## src/led_matrix_row_scanner_pwm_assert.svh

```systemverilog
// ----------------------------------------------------------------------------
// LED matrix row scanner assertion macros
// Concurrent assertion wrappers used by the scanner back end. Defining
// NO_ASSERTIONS compiles every use down to nothing.
// ----------------------------------------------------------------------------
`ifndef LED_MATRIX_ROW_SCANNER_PWM_ASSERT_SVH
`define LED_MATRIX_ROW_SCANNER_PWM_ASSERT_SVH

`ifndef NO_ASSERTIONS

// Whenever pre holds, post must hold in the same cycle.
`define LMRS_ASSERT_IMPL(label, clk, rst, pre, post) \
   label: assert property (@(posedge clk) disable iff (rst) (pre) |-> (post)) \
      else $error("assertion failed: same-cycle implication");

// Whenever pre holds, post must hold in the next cycle.
`define LMRS_ASSERT_NEXT(label, clk, rst, pre, post) \
   label: assert property (@(posedge clk) disable iff (rst) (pre) |=> (post)) \
      else $error("assertion failed: next-cycle implication");

`else

`define LMRS_ASSERT_IMPL(label, clk, rst, pre, post)
`define LMRS_ASSERT_NEXT(label, clk, rst, pre, post)

`endif

`endif

```

## src/lmrs_pkg.sv

```systemverilog
// ----------------------------------------------------------------------------
// LED matrix row scanner package
// Shared types and constants for the front end, back end and top level.
// ----------------------------------------------------------------------------
`timescale 1ns / 1ps
`default_nettype none

package lmrs_pkg;

   localparam int PIX_W         = 12;
   localparam int SEL_ROWS      = 12;
   localparam int DOT_ROWS      = 4;
   localparam int CHAR_ROW      = 4;
   localparam int BRIGHT_W      = 8;
   localparam int DOT_W         = 4;
   localparam int CSR_DATA_W    = 8;
   localparam int PHASE_W       = 2;
   localparam int BYTES_PER_ROW = 3;

   localparam logic [PIX_W-1:0]    FULL_ROW     = 12'hFFF;
   localparam logic [PIX_W-1:0]    EDGE_ROW     = 12'h801;
   localparam logic [BRIGHT_W-1:0] BRIGHT_RESET = 8'd128;
   localparam logic [PHASE_W-1:0]  FIRST_PHASE  = 2'd0;
   localparam logic [PHASE_W-1:0]  LAST_PHASE   = 2'd2;

   typedef enum logic {
      CSR_BRIGHTNESS = 1'b0,
      CSR_DOT_MASK   = 1'b1
   } csr_index_type;

   typedef enum logic {
      CMD_TICK      = 1'b0,
      CMD_WRITE_ROW = 1'b1
   } command_type;

   // Drive state of the matrix and the indicator LEDs.
   typedef struct packed {
      logic             char_on;
      logic [DOT_W-1:0] dot;
      logic             led;
   } drive_type;

   // One classified request handed from the front end to the back end.
   typedef struct packed {
      logic [BYTES_PER_ROW-1:0][7:0] byte_seq;
      logic                          wrap;
      drive_type                     drive;
   } job_type;

   // One response as held in the output register.
   typedef struct packed {
      logic      last;
      logic      byte_valid;
      logic [7:0] shift_byte;
      logic      clear;
      logic      latch;
      drive_type drive;
   } rsp_type;

endpackage

`default_nettype wire

```

## src/lmrs_front.sv

```systemverilog
// ----------------------------------------------------------------------------
// LED matrix row scanner front end
// Holds the frame store, PWM counter, scan row and drive state. Every accepted
// request updates the state and leaves one job for the back end.
// ----------------------------------------------------------------------------
`timescale 1ns / 1ps
`default_nettype none

module lmrs_front #(
   parameter int ROWS     = 12,
   parameter int PWM_BITS = 8
) (
   input  wire                                clock,
   input  wire                                reset,
   input  wire                                csr_we,
   input  wire lmrs_pkg::csr_index_type       csr_addr,
   input  wire [lmrs_pkg::CSR_DATA_W-1:0]     csr_wdata,
   input  wire                                accept,
   input  wire lmrs_pkg::command_type         command,
   input  wire [3:0]                          row_index,
   input  wire [lmrs_pkg::PIX_W-1:0]          row_pixels,
   output lmrs_pkg::job_type                  job
);

   localparam int ROW_W = (ROWS > 1) ? $clog2(ROWS) : 1;
   localparam int EXT_W = 5;
   localparam int CMP_W = (PWM_BITS > lmrs_pkg::BRIGHT_W) ? PWM_BITS : lmrs_pkg::BRIGHT_W;

   logic [lmrs_pkg::PIX_W-1:0]    frame_ff [ROWS];
   logic [lmrs_pkg::PIX_W-1:0]    frame_in [ROWS];
   logic [ROW_W-1:0]              row_ff, row_in, row_step;
   logic [PWM_BITS-1:0]           count_ff, count_in, count_inc;
   lmrs_pkg::drive_type           drive_ff, drive_in, drive_tick;
   logic [lmrs_pkg::BRIGHT_W-1:0] brightness_ff, brightness_in;
   logic [lmrs_pkg::DOT_W-1:0]    dot_mask_ff, dot_mask_in;
   logic                          wrap, match;
   logic [EXT_W-1:0]              row_ext;
   logic [lmrs_pkg::PIX_W-1:0]    px, sel;
   logic [EXT_W-1:0]              sel_pos;

   always_comb begin
      brightness_in = brightness_ff;
      dot_mask_in   = dot_mask_ff;
      if (csr_we) begin
         case (csr_addr)
            lmrs_pkg::CSR_BRIGHTNESS: brightness_in = csr_wdata;
            lmrs_pkg::CSR_DOT_MASK:   dot_mask_in   = csr_wdata[lmrs_pkg::DOT_W-1:0];
            default:                  brightness_in = brightness_ff;
         endcase
      end
   end

   always_comb begin
      count_inc = count_ff + 1'b1;
      wrap      = (count_inc == '0);
      match     = (CMP_W'(count_inc) == CMP_W'(brightness_ff));
      row_step  = (row_ff == ROW_W'(ROWS - 1)) ? '0 : row_ff + 1'b1;
      row_ext   = EXT_W'(row_step);
      px        = frame_ff[row_step];

      // Active-low row select; rows past the select lines leave all bits high.
      sel     = lmrs_pkg::FULL_ROW;
      sel_pos = EXT_W'(lmrs_pkg::SEL_ROWS - 1) - row_ext;
      if (row_ext < EXT_W'(lmrs_pkg::SEL_ROWS)) begin
         sel[sel_pos[3:0]] = 1'b0;
      end

      drive_tick = drive_ff;
      if (wrap) begin
         drive_tick.led = 1'b1;
         if (row_ext < EXT_W'(lmrs_pkg::DOT_ROWS) && dot_mask_ff[row_ext[1:0]]) begin
            drive_tick.dot[row_ext[1:0]] = 1'b1;
         end
         if (row_ext == EXT_W'(lmrs_pkg::CHAR_ROW)) begin
            drive_tick.char_on = 1'b1;
         end
      end
      // The compare follows the wrap, so a brightness of zero stays dark.
      if (match) begin
         drive_tick = '0;
      end

      job.drive       = drive_ff;
      job.wrap        = 1'b0;
      job.byte_seq[0] = px[11:4];
      job.byte_seq[1] = {px[3:0], sel[11:8]};
      job.byte_seq[2] = sel[7:0];
      if (command == lmrs_pkg::CMD_TICK) begin
         job.drive = drive_tick;
         job.wrap  = wrap;
      end

      frame_in = frame_ff;
      row_in   = row_ff;
      count_in = count_ff;
      drive_in = drive_ff;
      if (accept) begin
         if (command == lmrs_pkg::CMD_WRITE_ROW) begin
            if ({1'b0, row_index} < EXT_W'(ROWS)) begin
               frame_in[row_index[ROW_W-1:0]] = row_pixels;
            end
         end else begin
            count_in = count_inc;
            drive_in = drive_tick;
            if (wrap) begin
               row_in = row_step;
            end
         end
      end
   end

   always_ff @(posedge clock) begin
      if (reset) begin
         for (int r = 0; r < ROWS; r++) begin
            frame_ff[r] <= ((r == 0) || (r == ROWS - 1)) ? lmrs_pkg::FULL_ROW
                                                        : lmrs_pkg::EDGE_ROW;
         end
         row_ff        <= ROW_W'(ROWS - 1);
         count_ff      <= '0;
         drive_ff      <= '0;
         brightness_ff <= lmrs_pkg::BRIGHT_RESET;
         dot_mask_ff   <= '0;
      end else begin
         frame_ff      <= frame_in;
         row_ff        <= row_in;
         count_ff      <= count_in;
         drive_ff      <= drive_in;
         brightness_ff <= brightness_in;
         dot_mask_ff   <= dot_mask_in;
      end
   end

endmodule

`default_nettype wire

```

## src/lmrs_queue.sv

```systemverilog
// ----------------------------------------------------------------------------
// LED matrix row scanner job queue
// Small register FIFO between the front end and the back end.
// ----------------------------------------------------------------------------
`timescale 1ns / 1ps
`default_nettype none

module lmrs_queue #(
   parameter int WIDTH = 8,
   parameter int DEPTH = 4
) (
   input  wire              clock,
   input  wire              reset,
   input  wire              push,
   input  wire [WIDTH-1:0]  din,
   input  wire              pop,
   output logic [WIDTH-1:0] dout,
   output logic             full,
   output logic             empty
);

   localparam int AW = (DEPTH > 1) ? $clog2(DEPTH) : 1;
   localparam int CW = $clog2(DEPTH + 1);

   logic [WIDTH-1:0] mem_ff [DEPTH];
   logic [AW-1:0]    wr_ff, wr_in, rd_ff, rd_in;
   logic [CW-1:0]    count_ff, count_in;

   assign full  = (count_ff == CW'(DEPTH));
   assign empty = (count_ff == '0);
   assign dout  = mem_ff[rd_ff];

   always_comb begin
      wr_in    = wr_ff;
      rd_in    = rd_ff;
      count_in = count_ff;
      if (push) begin
         wr_in = (wr_ff == AW'(DEPTH - 1)) ? '0 : wr_ff + 1'b1;
      end
      if (pop) begin
         rd_in = (rd_ff == AW'(DEPTH - 1)) ? '0 : rd_ff + 1'b1;
      end
      if (push && !pop) begin
         count_in = count_ff + 1'b1;
      end else if (pop && !push) begin
         count_in = count_ff - 1'b1;
      end
   end

   always_ff @(posedge clock) begin
      if (push) begin
         mem_ff[wr_ff] <= din;
      end
   end

   always_ff @(posedge clock) begin
      if (reset) begin
         wr_ff    <= '0;
         rd_ff    <= '0;
         count_ff <= '0;
      end else begin
         wr_ff    <= wr_in;
         rd_ff    <= rd_in;
         count_ff <= count_in;
      end
   end

endmodule

`default_nettype wire

```

## src/lmrs_back.sv

```systemverilog
// ----------------------------------------------------------------------------
// LED matrix row scanner back end
// Expands each queued job into one status response or three shift bytes and
// holds the current response in the output register.
// ----------------------------------------------------------------------------
`timescale 1ns / 1ps
`default_nettype none

`include "led_matrix_row_scanner_pwm_assert.svh"

module lmrs_back (
   input  wire                clock,
   input  wire                reset,
   input  wire lmrs_pkg::job_type head,
   input  wire                head_valid,
   output logic               pop,
   input  wire                rsp_ready,
   output logic               rsp_valid,
   output lmrs_pkg::rsp_type  rsp
);

   logic [lmrs_pkg::PHASE_W-1:0] phase_ff, phase_in;
   logic                         valid_ff, valid_in;
   lmrs_pkg::rsp_type            rsp_ff, rsp_in;
   logic                         load, phase_last;

   always_comb begin
      load       = !valid_ff || rsp_ready;
      phase_last = !head.wrap || (phase_ff == lmrs_pkg::LAST_PHASE);
      pop        = load && head_valid && phase_last;

      rsp_in.drive      = head.drive;
      rsp_in.latch      = head.wrap && (phase_ff == lmrs_pkg::FIRST_PHASE);
      rsp_in.clear      = head.wrap && (phase_ff == lmrs_pkg::FIRST_PHASE);
      rsp_in.byte_valid = head.wrap;
      rsp_in.shift_byte = head.wrap ? head.byte_seq[phase_ff] : 8'd0;
      rsp_in.last       = phase_last;

      valid_in = valid_ff;
      phase_in = phase_ff;
      if (load) begin
         valid_in = head_valid;
         if (head_valid) begin
            phase_in = phase_last ? lmrs_pkg::FIRST_PHASE : phase_ff + 1'b1;
         end
      end
   end

   always_ff @(posedge clock) begin
      if (load) begin
         rsp_ff <= rsp_in;
      end
   end

   always_ff @(posedge clock) begin
      if (reset) begin
         valid_ff <= 1'b0;
         phase_ff <= lmrs_pkg::FIRST_PHASE;
      end else begin
         valid_ff <= valid_in;
         phase_ff <= phase_in;
      end
   end

   assign rsp_valid = valid_ff;
   assign rsp       = rsp_ff;

   // A byte sequence in progress always has its wrap job at the queue head.
   `LMRS_ASSERT_IMPL(a_phase_needs_wrap, clock, reset, phase_ff != lmrs_pkg::FIRST_PHASE, head_valid && head.wrap)
   `LMRS_ASSERT_IMPL(a_phase_bound, clock, reset, 1'b1, phase_ff <= lmrs_pkg::LAST_PHASE)
   // Latch and clear only open a three-byte run.
   `LMRS_ASSERT_IMPL(a_pulse_first, clock, reset, valid_ff && rsp_ff.latch, rsp_ff.byte_valid && !rsp_ff.last)
   `LMRS_ASSERT_NEXT(a_wrap_steps, clock, reset, load && head_valid && !phase_last, phase_ff != lmrs_pkg::FIRST_PHASE)

endmodule

`default_nettype wire

```

## src/led_matrix_row_scanner_pwm.sv

```systemverilog
// ----------------------------------------------------------------------------
// LED matrix row scanner with PWM dimming
// Multiplexed row scan of a ROWS x 12 LED matrix with shift-register output.
// ----------------------------------------------------------------------------
// Usage: each request on the req_ channel is either a PWM tick (req_tuser = 0)
// or a frame row write (req_tuser = 1, row index and pixels in req_tdata).
// Every request produces responses on the rsp_ channel: one status response
// for a row write or a plain tick, and three shift bytes with latch and clear
// on the first when the PWM counter wraps. rsp_tlast marks the last response
// of a request; rsp_tuser says that rsp_tdata carries a byte to shift out.
// The csr_ port writes brightness (index 0) and the dot mask (index 1).
// A request accepted into the job queue has its first response loaded into
// the output register once the jobs ahead of it are done and the output
// register is free to load. Throughput: one request per cycle; a wrap keeps
// the back end busy for its three shift bytes, and the job queue of
// QUEUE_DEPTH entries absorbs that, so req_tready drops only when the queue
// is full.
// Reset: synchronous, active high. It loads the border pattern into the
// frame store, brightness 128, dot mask 0, PWM counter 0, scan row ROWS-1
// and all drives off. When the receiver stalls, the response is held in the
// output register and requests keep entering until the queue fills.
// ----------------------------------------------------------------------------
`timescale 1ns / 1ps
`default_nettype none

module led_matrix_row_scanner_pwm #(
   parameter int ROWS        = 12,
   parameter int PWM_BITS    = 8,
   parameter int QUEUE_DEPTH = 4
) (
   input  wire        clock,
   input  wire        reset,
   input  wire        req_tvalid,
   output logic       req_tready,
   // [3:0] row_index, [15:4] row_pixels
   input  wire [15:0] req_tdata,
   // [0] command
   input  wire        req_tuser,
   output logic       rsp_tvalid,
   input  wire        rsp_tready,
   // [0] led_enable, [4:1] dot_enable, [5] char_enable, [6] latch_pulse,
   // [7] clear_pulse, [15:8] shift_byte
   output logic [15:0] rsp_tdata,
   // [0] byte_valid
   output logic       rsp_tuser,
   output logic       rsp_tlast,
   input  wire        csr_we,
   input  wire        csr_addr,
   input  wire [7:0]  csr_wdata
);

   localparam int JOB_W = $bits(lmrs_pkg::job_type);

   lmrs_pkg::job_type job_push, job_head;
   logic [JOB_W-1:0]  head_bits;
   logic              accept, queue_full, queue_empty, pop;
   logic              rsp_valid;
   lmrs_pkg::rsp_type rsp;

   assign accept     = req_tvalid && req_tready;
   assign req_tready = !queue_full;

   // Front end: state update and classification of each request.
   lmrs_front #(
      .ROWS     (ROWS),
      .PWM_BITS (PWM_BITS)
   ) u_front (
      .clock      (clock),
      .reset      (reset),
      .csr_we     (csr_we),
      .csr_addr   (lmrs_pkg::csr_index_type'(csr_addr)),
      .csr_wdata  (csr_wdata),
      .accept     (accept),
      .command    (lmrs_pkg::command_type'(req_tuser)),
      .row_index  (req_tdata[3:0]),
      .row_pixels (req_tdata[15:4]),
      .job        (job_push)
   );

   // Jobs wait here while the back end shifts out a row.
   lmrs_queue #(
      .WIDTH (JOB_W),
      .DEPTH (QUEUE_DEPTH)
   ) u_queue (
      .clock (clock),
      .reset (reset),
      .push  (accept),
      .din   (job_push),
      .pop   (pop),
      .dout  (head_bits),
      .full  (queue_full),
      .empty (queue_empty)
   );

   assign job_head = lmrs_pkg::job_type'(head_bits);

   // Back end: response sequencing and the output register.
   lmrs_back u_back (
      .clock      (clock),
      .reset      (reset),
      .head       (job_head),
      .head_valid (!queue_empty),
      .pop        (pop),
      .rsp_ready  (rsp_tready),
      .rsp_valid  (rsp_valid),
      .rsp        (rsp)
   );

   assign rsp_tvalid = rsp_valid;
   assign rsp_tdata  = {rsp.shift_byte, rsp.clear, rsp.latch, rsp.drive.char_on,
                        rsp.drive.dot, rsp.drive.led};
   assign rsp_tuser  = rsp.byte_valid;
   assign rsp_tlast  = rsp.last;

endmodule

`default_nettype wire

```

## config.mk

```make
export PLATFORM = sky130hd
export DESIGN_NAME = led_matrix_row_scanner_pwm
export DESIGN_NICKNAME = d
export VERILOG_FILES = /design/src/lmrs_pkg.sv /design/src/lmrs_front.sv /design/src/lmrs_queue.sv /design/src/lmrs_back.sv /design/src/led_matrix_row_scanner_pwm.sv
export VERILOG_INCLUDE_DIRS = /design/src /design/src/src
export SDC_FILE = /design/constraint.sdc
export NUM_CORES = 1
export LEC_CHECK = 0
export BUFFER_PORTS_ARGS = -buffer_cell sky130_fd_sc_hd__buf_2
export CAP_MARGIN = 20
export CORE_ASPECT_RATIO = 1.25
export CORE_MARGIN = 1.5
export CORE_UTILIZATION = 47
export CTS_CLUSTER_DIAMETER = 50
export DETAILED_ROUTE_END_ITERATION = 7
export PLACE_DENSITY = 0.74
export SLEW_MARGIN = 20
export SYNTH_ARGS = -nofsm -noshare
export SYNTH_HDL_FRONTEND = slang
export SYNTH_SLANG_ARGS = --single-unit
```

## constraint.sdc

```tcl
create_clock -name clock -period 3.5 [get_ports clock]
set_input_delay 0.525 -clock clock [delete_from_list [all_inputs] [get_ports clock]]
set_output_delay 0.525 -clock clock [all_outputs]
set_load 0.05 [all_outputs]
```

==> results.md, run 1 <==
- Status: finished clean
- Worst-path clk slew: 0.06 ns
- Vias per inst: 5.61
- CP max FO: 35
- Fin Clk Skew: 0.0163 ns
- GRT Util Overall: 20.3%
- Post-synth EDFFs: 141
- Die Wd: 158 µm
- Unrepaired setup endpoints after global routing: no
- CORE AREA: 29300 µm²
- Max-slew violations: 0
- Lkg Pwr: 0.00584 µW
- Placed cell count: 1550
- Register area share after synthesis: 56.6%
- Clock Latency Late Sink: 0.52 ns
- Starting density of the core: 47.9%
- Vias in the first global route: 8832
- Cells after synthesis: 1163
- Pwr per Cell Area: 599 nW/µm²
- Max frequency: 364 MHz
- Flops & latches, synth: 327
- Final min period: 2.74 ns
- Avg WL per Cell: 18.9 µm
- Antenna Nets Post-Route: 0
- DRC violations left: 0
- Final setup viols: 0
- FFs w/ async S/R, synth: 0%
- Die area: 31000 µm²
- Arr. time, crit path: 2.99 ns
- Initial antenna violation count: 2
- CTS tree: yes
- Design area: 15800 µm²
- Post_cts resized: 0
- Post-CTS Setup Repair Bufs: 0
- Max-Cap Viols: 0
- Die Y: 196 µm
- Post-DP Area: 14700 µm²
- Relative slew slack: 36.2%
- GRT overflow: 0
- Post-cts hold buffer count: 0
- CTS Buf Count: 34
- CP Class: register to register
- Synthesized area per cell: 12.1 µm²
- H-tree levels: 2
- CP Capture Type: register
- Peak supply drop: 0.456 mV
- Final Hold Fails: 0
- First-pass GRT wire length: 48400 µm
- Clock sinks: 327
- Ys flop type: dfxtp_1
- Period utilisation layout: 78.4%
- Routability cong.: 0.782
- Worst Tran Pin Value: 0.954 ns
- Detail Placement HPWL: 19000 µm
- Via count: 9047
- IO buf count: 50
- Initial DRC count: 628
- R2r setup slk: 0.76 ns
- Clock tree buffer depth: 3
- Synth Cell Area: 14100 µm²
- Routed WL: 30500 µm
- Synthesis-to-layout area growth: 12.2%
- Layout cell share with drive strength beyond 1: 17.9%
- Setup tns final: 0 ns
- Root Driver: clkbuf_16
- Syn_nets: 1209
- Total Nets Final: 1236
- Largest net degree at the start of global routing: 75
- Most common cell after layout, fill and taps aside: dfxtp_1
- Synth unique cells: 68
- HP Class: primary input to register
- Most frequent cells in the layout: dfxtp_1 (184), edfxtp_1 (141), nand2_1 (131)
- Row cnt: 70
- Critical path launch point type: register
- Ys Warns: 0
- Ports: 51
- WP data required: 3.75 ns
- Drt pass-1 iters: 8
- Non-filler instance count after layout: 1613
==> final timing paths <==
kind	end	startpoint	cells past startpoint
min reg2reg	u_front.frame_ff[86]$_SDFFE_PP0P_	u_front.frame_ff[86]$_SDFFE_PP0P_	2
max reg2reg	u_queue.mem_ff[3][21]$_DFFE_PP_	u_front.row_ff[1]$_SDFFE_PP1P_	6
min	u_front.brightness_ff[7]$_SDFFE_PP1P_	csr_wdata[7]	3
max	u_queue.mem_ff[3][21]$_DFFE_PP_	u_front.row_ff[1]$_SDFFE_PP1P_	6
==> metal layers <==
metal | track usage (%) | up-vias | routed length, µm
met3 | 2.97 | 55 | 1270
met4 | 7.44 | 2 | 862
li1 | - | 4258 | -
met2 | 35.8 | 236 | 15800
met1 | 25.0 | 4496 | 12500
met5 | 0 | - | 12
==> worst max-delay path: stages, from the launching register on <==
cell     delay, ns
dfxtp_1       0.46
inv_1         0.15
ha_2          0.67
buf_12        0.30
mux4_2        0.53
a22oi_1       0.22
nand2_1       0.13
==> per-stage QoR <==
step	hold WS (ns)	power [µW]	utilization (%)	setup WS, ns
finish	0.247	9460	53.8	0.755
global route	0.259	9810	53.8	0.506
CTS	0.241	9540	53.8	0.736
detailed placement	0.448	5990	50.0	0.748
global placement	0.439	5970	50.0	0.834
floorplan	0.430	5630	-	0.656
==> synthesized netlist by cell type, drive strengths merged, types with 12 or more instances <==
master | instances | area [µm²]
a21oi | 50 | 254
buf | 32 | 186
inv | 26 | 97.6
nand3b | 27 | 203
edfxtp | 141 | 4230
and3 | 15 | 95.1
mux2i | 112 | 1120
nand3 | 21 | 105
ha | 14 | 175
dfxtp | 186 | 3720
mux4 | 58 | 1310
nor2b | 16 | 103
nand2 | 132 | 503
nor2 | 126 | 473
clkbuf | 54 | 208
a211o | 16 | 140
and2 | 12 | 75.1
==> cell type report <==
class	count	area (µm²)
Clock buffer	51	1050
Antenna cell	1	2.50
Inverter	26	97.6
Multi-Input combinational cell	724	5630
Timing Repair Buffer	77	480
Clock inverter	11	75.1
Sequential cell	327	7960
Tap cell	396	495
Fill cell	2469	13600
==> sequential cells by signal, summed over array words and instances, names as in the netlist, 4 cells and up, named ones only <==
name	cells
u_front.dot_mask_ff	4
u_front.frame_ff	144
u_queue.mem_ff	124
u_front.drive_ff	6
u_back.rsp	17
u_front.count_ff	8
u_front.row_ff	4
u_front.brightness_ff	8
==> power breakdown <==
| group | internal [µW] | leakage (µW) | switching (µW) |
|---|---|---|---|
| clock | 2100 | 0.000552 | 1470 |
| sequential | 4240 | 0.00259 | 92.8 |
| combinational | 514 | 0.00270 | 1040 |
| total | 6850 | 0.00584 | 2600 |
==> kinds of logic after synthesis <==
family	count (synthesis)	synth area share, %
AO/OA/AOI/OAI	129	6.49
XOR/XNOR	16	0.996
adder cells (fa/ha/maj)	15	1.39
buffers and inverters	112	3.50
flip-flops	327	56.6
multiplexers	180	18.1
AND/OR/NAND/NOR	384	13.0
Note: power is estimated with default switching activity, not from simulation.
==> run 2, diff against run 1 <==
==> constraint.sdc (replaced) <==
create_clock -name clock -period 2.6 [get_ports clock]
set_input_delay 0.39 -clock clock [delete_from_list [all_inputs] [get_ports clock]]
set_output_delay 0.39 -clock clock [all_outputs]
set_load 0.05 [all_outputs]
==> results.md, run 2 (synthesized netlist as in run 1, its figures left out) <==
- Fin util: 54.6%
- CP Capture Type: register
- Detail Placement HPWL: 19300 µm
- Peak supply drop: 0.546 mV
- Arr. time, crit path: 2.88 ns
- Non-filler instance count after layout: 1636
- Via count: 9145
- First-pass GRT wire length: 49200 µm
- Most frequent cells in the layout: dfxtp_1 (183), edfxtp_1 (141), nand2_1 (131)
- Clock sinks: 327
- Worst Tran Pin Value: 0.805 ns
- GR peak layer: met2
- Total Nets Final: 1261
- Register area: 7960 µm²
- Post-CTS Setup Repair Bufs: 0
- CP Class: register to register
- # diodes: 0
- R2r setup slk: 0.16 ns
- Most common cell after layout, fill and taps aside: dfxtp_1
- Critical path launch point type: register
- Max-Cap Viols: 0
- Clock tree buffer depth: 3
- GRT Util Overall: 20.7%
- Min-delay src: csr_wdata[7]
- Max frequency: 410 MHz
- Top reg by flops: u_front.frame_ff
- Worst-path cell chain: mux4_2, nand2b_1, nor2b_1, inv_1, ha_1, inv_1, fa_1, xor2_1, or3_1, a21oi_1
- CP max FO: 4
- Die Y: 196 µm
- Status: finished clean
- Die Wd: 158 µm
- GR Util met2: 36.0%
- FF-to-FF path depth: 10
- Starting density of the core: 47.9%
- Reg2reg end: u_queue.count_ff[2]$_SDFFE_PP0P_
- Lkg Pwr: 0.00597 µW
- HP Class: primary input to register
- Row cnt: 70
- Worst Hold Endpoint: u_front.brightness_ff[7]$_SDFFE_PP1P_
- Relative slew slack: 46.3%
- Max reg flops: 144
- IO buf count: 50
- Layout cell share with drive strength beyond 1: 19.7%
- GRT met1 Usage: 25.7%
- Avg WL per Cell: 19.0 µm
- H-tree levels: 2
- Die area: 31000 µm²
- Root Driver: clkbuf_16
- Ports: 51
- Final min period: 2.44 ns
- Fin Clk Skew: 0.0101 ns
- CTS tree: yes
- CTS Buf Count: 35
- DRC violations left: 0
- CP max stage delay: 0.49 ns
- Worst Hold Depth: 3
- Total power: 13000 µW
- Vias per inst: 5.59
- Period utilisation layout: 93.8%
- Antenna Nets Post-Route: 0
- Clock Latency Late Sink: 0.52 ns
- Max-slew violations: 0
- Final setup viols: 0
- Fillers: 2416
- Met3 Track Usage GR: 2.84%
- Drt pass-1 iters: 6
- Unrepaired setup endpoints after global routing: no
- Final Hold Fails: 0
- Largest net degree at the start of global routing: 69
- Worst-path clk slew: 0.06 ns
- Placed cell count: 1574
- Initial DRC count: 615
- Initial antenna violation count: 0
- WP data required: 3.04 ns
- Pwr per Cell Area: 811 nW/µm²
- Vias in the first global route: 9080
- Multi-input combinational cell area: 5640 µm²
- Routed WL: 31100 µm
- Slowest-stage cell, CP: mux4_2
- Routability cong.: 0.798
- GRT overflow: 0
- Worst r2r src: u_queue.mem_ff[2][6]$_DFFE_PP_
- CORE AREA: 29300 µm²
- Synthesis-to-layout area growth: 13.9%
- Crit-path most repeated cell: inv_1
[run 2: cell types whose count changed in the layout (fill, tap and decap cells not counted), sizes merged]
cell    previous run  this run
clkinv             8         9
diode              1         0
clkbuf            51        47
buf               77       101
bufinv             0         3
[run 2: per-stage QoR]
| step | setup TNS, ns | hold WS, ns | worst slack [ns] | cell area, µm² |
|---|---|---|---|---|
| final | 0 | 0.109 | 0.162 | 16000 |
| after floorplan | -0.0515 | 0.430 | -0.0515 | 14100 |
| after global placement | 0 | 0.439 | 0.129 | 14900 |
| after global routing | 0 | 0.129 | 0.0309 | 16000 |
| after detailed placement | 0 | 0.446 | 0.0830 | 14900 |
| after CTS | 0 | 0.107 | 0.0584 | 16000 |
[run 2: worst max path at each step]
stage | slack [ns] | endpoint | cells after the start | from
after floorplan | -0.05 | u_queue.count_ff[2]$_SDFFE_PP0P_ | 10 | u_back.rsp_valid$_SDFFE_PP0N_
after global placement | 0.13 | u_queue.mem_ff[0][14]$_DFFE_PP_ | 6 | u_front.row_ff[1]$_SDFFE_PP1P_
after detailed placement | 0.08 | u_queue.mem_ff[3][14]$_DFFE_PP_ | 6 | u_front.row_ff[1]$_SDFFE_PP1P_
after CTS | 0.06 | u_queue.mem_ff[1][14]$_DFFE_PP_ | 6 | u_front.row_ff[1]$_SDFFE_PP1P_
after global routing | 0.03 | u_queue.count_ff[2]$_SDFFE_PP0P_ | 10 | u_queue.mem_ff[2][6]$_DFFE_PP_
final | 0.16 | u_queue.count_ff[2]$_SDFFE_PP0P_ | 10 | u_queue.mem_ff[2][6]$_DFFE_PP_
[run 2: metal layers]
layer / vias to the layer above / routed length (µm)
li1: 4315 / -
met1: 4492 / 12700
met2: 265 / 15800
met3: 73 / 1550
met4: 0 / 1070
met5: - / 0
[run 2: repair_timing]
action,4_1_cts,5_1_grt
gates resized for setup,0,3
endpoints found under the hold margin,0,0
setup endpoints to repair,0,31
hold buffers,0,0
[run 2: critical path, delay by kind of cell (launching register included)]
kind,cells,cell delay (ns)
AOI/OAI and AO/OA,1,0.14
xor gates and xnor gates,1,0.08
and+or+nand+nor,3,0.74
buffers and inverters,2,0.16
adders and majority gates,2,0.40
muxes,1,0.49
DFF,1,0.36
[run 2: layout make-up]
type	instances	share of cell area, %
Sequential cell	327	49.7
Multi-Input combinational cell	724	35.2
Clock buffer	47	6.14
Timing Repair Buffer	101	4.20
Tap cell	396	3.09
Clock inverter	15	1.08
Inverter	26	0.609
[run 2: where the power goes]
part	leakage (µW)	switching [µW]	internal (µW)
Combinational	0.00282	1430	750
Sequential	0.00259	115	5710
Clock	0.000562	2000	2980
==> run 3, diff against run 2 <==
--- a/config.mk
+++ b/config.mk
@@ -9,11 +9,11 @@
 export BUFFER_PORTS_ARGS = -buffer_cell sky130_fd_sc_hd__buf_2
 export CAP_MARGIN = 20
 export CORE_ASPECT_RATIO = 1.25
-export CORE_MARGIN = 1.5
-export CORE_UTILIZATION = 47
+export CORE_MARGIN = 2
+export CORE_UTILIZATION = 62
 export CTS_CLUSTER_DIAMETER = 50
 export DETAILED_ROUTE_END_ITERATION = 7
-export PLACE_DENSITY = 0.74
+export PLACE_DENSITY = 0.91
 export SLEW_MARGIN = 20
 export SYNTH_ARGS = -nofsm -noshare
 export SYNTH_HDL_FRONTEND = slang
==> results.md, run 3 (synthesized netlist as in run 1, its figures left out) <==
- Drt pass-1 iters: 6
- Setup WS post-layout: 0.0780 ns
- CP max stage delay: 0.54 ns
- Period utilisation layout: 97.0%
- Max frequency: 397 MHz
- Gate power share: 17.8%
- Initial antenna violation count: 0
- # diodes: 0
- Die area: 23900 µm²
- CP Capture Type: register
- Die Wd: 139 µm
- Peak supply drop: 0.970 mV
- Ports: 51
- Register area: 7960 µm²
- CTS Buf Count: 29
- H-tree levels: 1
- Slowest-stage cell, CP: mux4_2
- FF-to-FF path depth: 6
- Largest net degree at the start of global routing: 83
- Final Hold Fails: 0
- Fin Clk Skew: 0.00918 ns
- Post-DP Area: 14700 µm²
- CORE AREA: 22300 µm²
- Design area: 15700 µm²
- CTS tree: yes
- Net Sw Frac: 27.9%
- Final min period: 2.52 ns
- Top reg by flops: u_front.frame_ff
- GRT overflow: 0
- Multi-input combinational cell area: 5650 µm²
- Psw: 3510 µW
- Most frequent cells in the layout: dfxtp_1 (184), edfxtp_1 (141), nand2_1 (131)
- Clock tree buffer depth: 3
- Die Y: 172 µm
- Detail Placement HPWL: 20700 µm
- Vias per inst: 6.36
- Avg WL per Cell: 22.1 µm
- Max-Cap Viols: 0
- Worst-path cell chain: ha_1, nor2b_1, a21oi_1, mux4_2, a222oi_1, inv_1
- Non-filler instance count after layout: 1511
- Critical path launch point type: register
- Worst r2r src: u_front.row_ff[1]$_SDFFE_PP1P_
- Most common cell after layout, fill and taps aside: dfxtp_1
- Starting density of the core: 63.1%
- Status: finished clean
- HP Class: primary input to register
- Clock power frac: 35.7%
- GRT Util Overall: 27.7%
- Max-slew violations: 0
- Critical Path End: u_queue.mem_ff[3][14]$_DFFE_PP_
- Root Driver: clkbuf_16
- Routability cong.: 0.852
- Max reg flops: 144
- First-pass GRT wire length: 52100 µm
- Met2 wire len: 17600 µm
- CP max FO: 8
- Vias in the first global route: 9807
- Lkg Pwr: 0.00589 µW
- DP Worst Slack: 0.0621 ns
- Post-CTS Setup Repair Bufs: 0
- Routed WL: 33500 µm
- CP Class: register to register
- Total Nets Final: 1251
- Arr. time, crit path: 2.80 ns
- Clock Latency Late Sink: 0.56 ns
- Layout cell share with drive strength beyond 1: 19.6%
- DRC violations left: 0
- Via count: 9608
- Top layer in use: met4
- Placed cell count: 1457
- Initial DRC count: 724
- Pwr per Cell Area: 798 nW/µm²
- IO buf count: 50
- R2r setup slk: 0.08 ns
- Antenna Nets Post-Route: 0
- WL met1: 12000 µm
- Synthesis-to-layout area growth: 11.9%
- Register share of total power: 46.5%
- Fillers: 1416
- Met3 WL: 2130 µm
- Internal cell power: 9060 µW
- Setup tns final: 0 ns
- Worst Tran Pin Value: 0.620 ns
- Row cnt: 61
- Worst-path clk slew: 0.07 ns
- Final setup viols: 0
- Relative slew slack: 58.7%
- Critical path origin: u_front.row_ff[1]$_SDFFE_PP1P_
- Reg2reg end: u_queue.mem_ff[3][14]$_DFFE_PP_
- WP data required: 2.88 ns
- Clock sinks: 327
-- run 3: area by class of cell --
| class | instances | area share [%] |
|---|---|---|
| Clock buffer | 39 | 5.38 |
| Clock inverter | 15 | 1.06 |
| Inverter | 26 | 0.620 |
| Multi-Input combinational cell | 724 | 35.9 |
| Sequential cell | 327 | 50.5 |
| Tap cell | 283 | 2.25 |
| Timing Repair Buffer | 97 | 4.24 |
-- run 3: power by group through the flow --
stage	Sequential, µW	Combinational (µW)	Clock (µW)
CTS	5850	2230	4510
floorplan	6450	1130	0
global placement	5930	2130	0
global route	5870	2370	4720
finish	5850	2240	4490
detailed placement	5960	2210	0
-- run 3: repair_timing --
item                                    in CTS  in global routing
gates resized for setup                      0                  4
endpoints found under the setup margin       0                 44
hold buffers                                 0                  0
-- run 3: worst min-delay path by stage --
stage | start | end | cells after the start
final | csr_wdata[7] | u_front.brightness_ff[7]$_SDFFE_PP1P_ | 3
after global routing | csr_wdata[7] | u_front.brightness_ff[7]$_SDFFE_PP1P_ | 3
after CTS | csr_wdata[7] | u_front.brightness_ff[7]$_SDFFE_PP1P_ | 3
after detailed placement | u_front.frame_ff[91]$_SDFFE_PP0P_ | u_front.frame_ff[91]$_SDFFE_PP0P_ | 2
after global placement | u_front.frame_ff[94]$_SDFFE_PP0P_ | u_front.frame_ff[94]$_SDFFE_PP0P_ | 2
after floorplan | u_front.frame_ff[60]$_SDFFE_PP1P_ | u_front.frame_ff[60]$_SDFFE_PP1P_ | 1
-- run 3: worst max-delay path, delay by kind of cell, from the launching register on --
family                   cells  cell delay [ns]
multiplexers                 1             0.54
flip-flops                   1             0.40
buffers and inverters        1             0.18
AND/OR/NAND/NOR              1             0.15
AO/OA/AOI/OAI                2             0.74
adder cells (fa/ha/maj)      1             0.24
-- run 3: routing by layer --
metal,vias up,global-route usage [%]
met5,-,0
met4,0,15.0
met3,142,3.96
met2,495,51.6
met1,4680,30.9
li1,4291,-
-- run 3: through the flow --
step | power [µW] | util (%) | hold slack, ns
after detailed placement | 8170 | 66.0 | 0.445
final | 12600 | 70.7 | 0.0587
after global routing | 13000 | 70.7 | 0.0577
after floorplan | 7580 | - | 0.430
after global placement | 8060 | 66.0 | 0.441
after CTS | 12600 | 70.6 | 0.0515
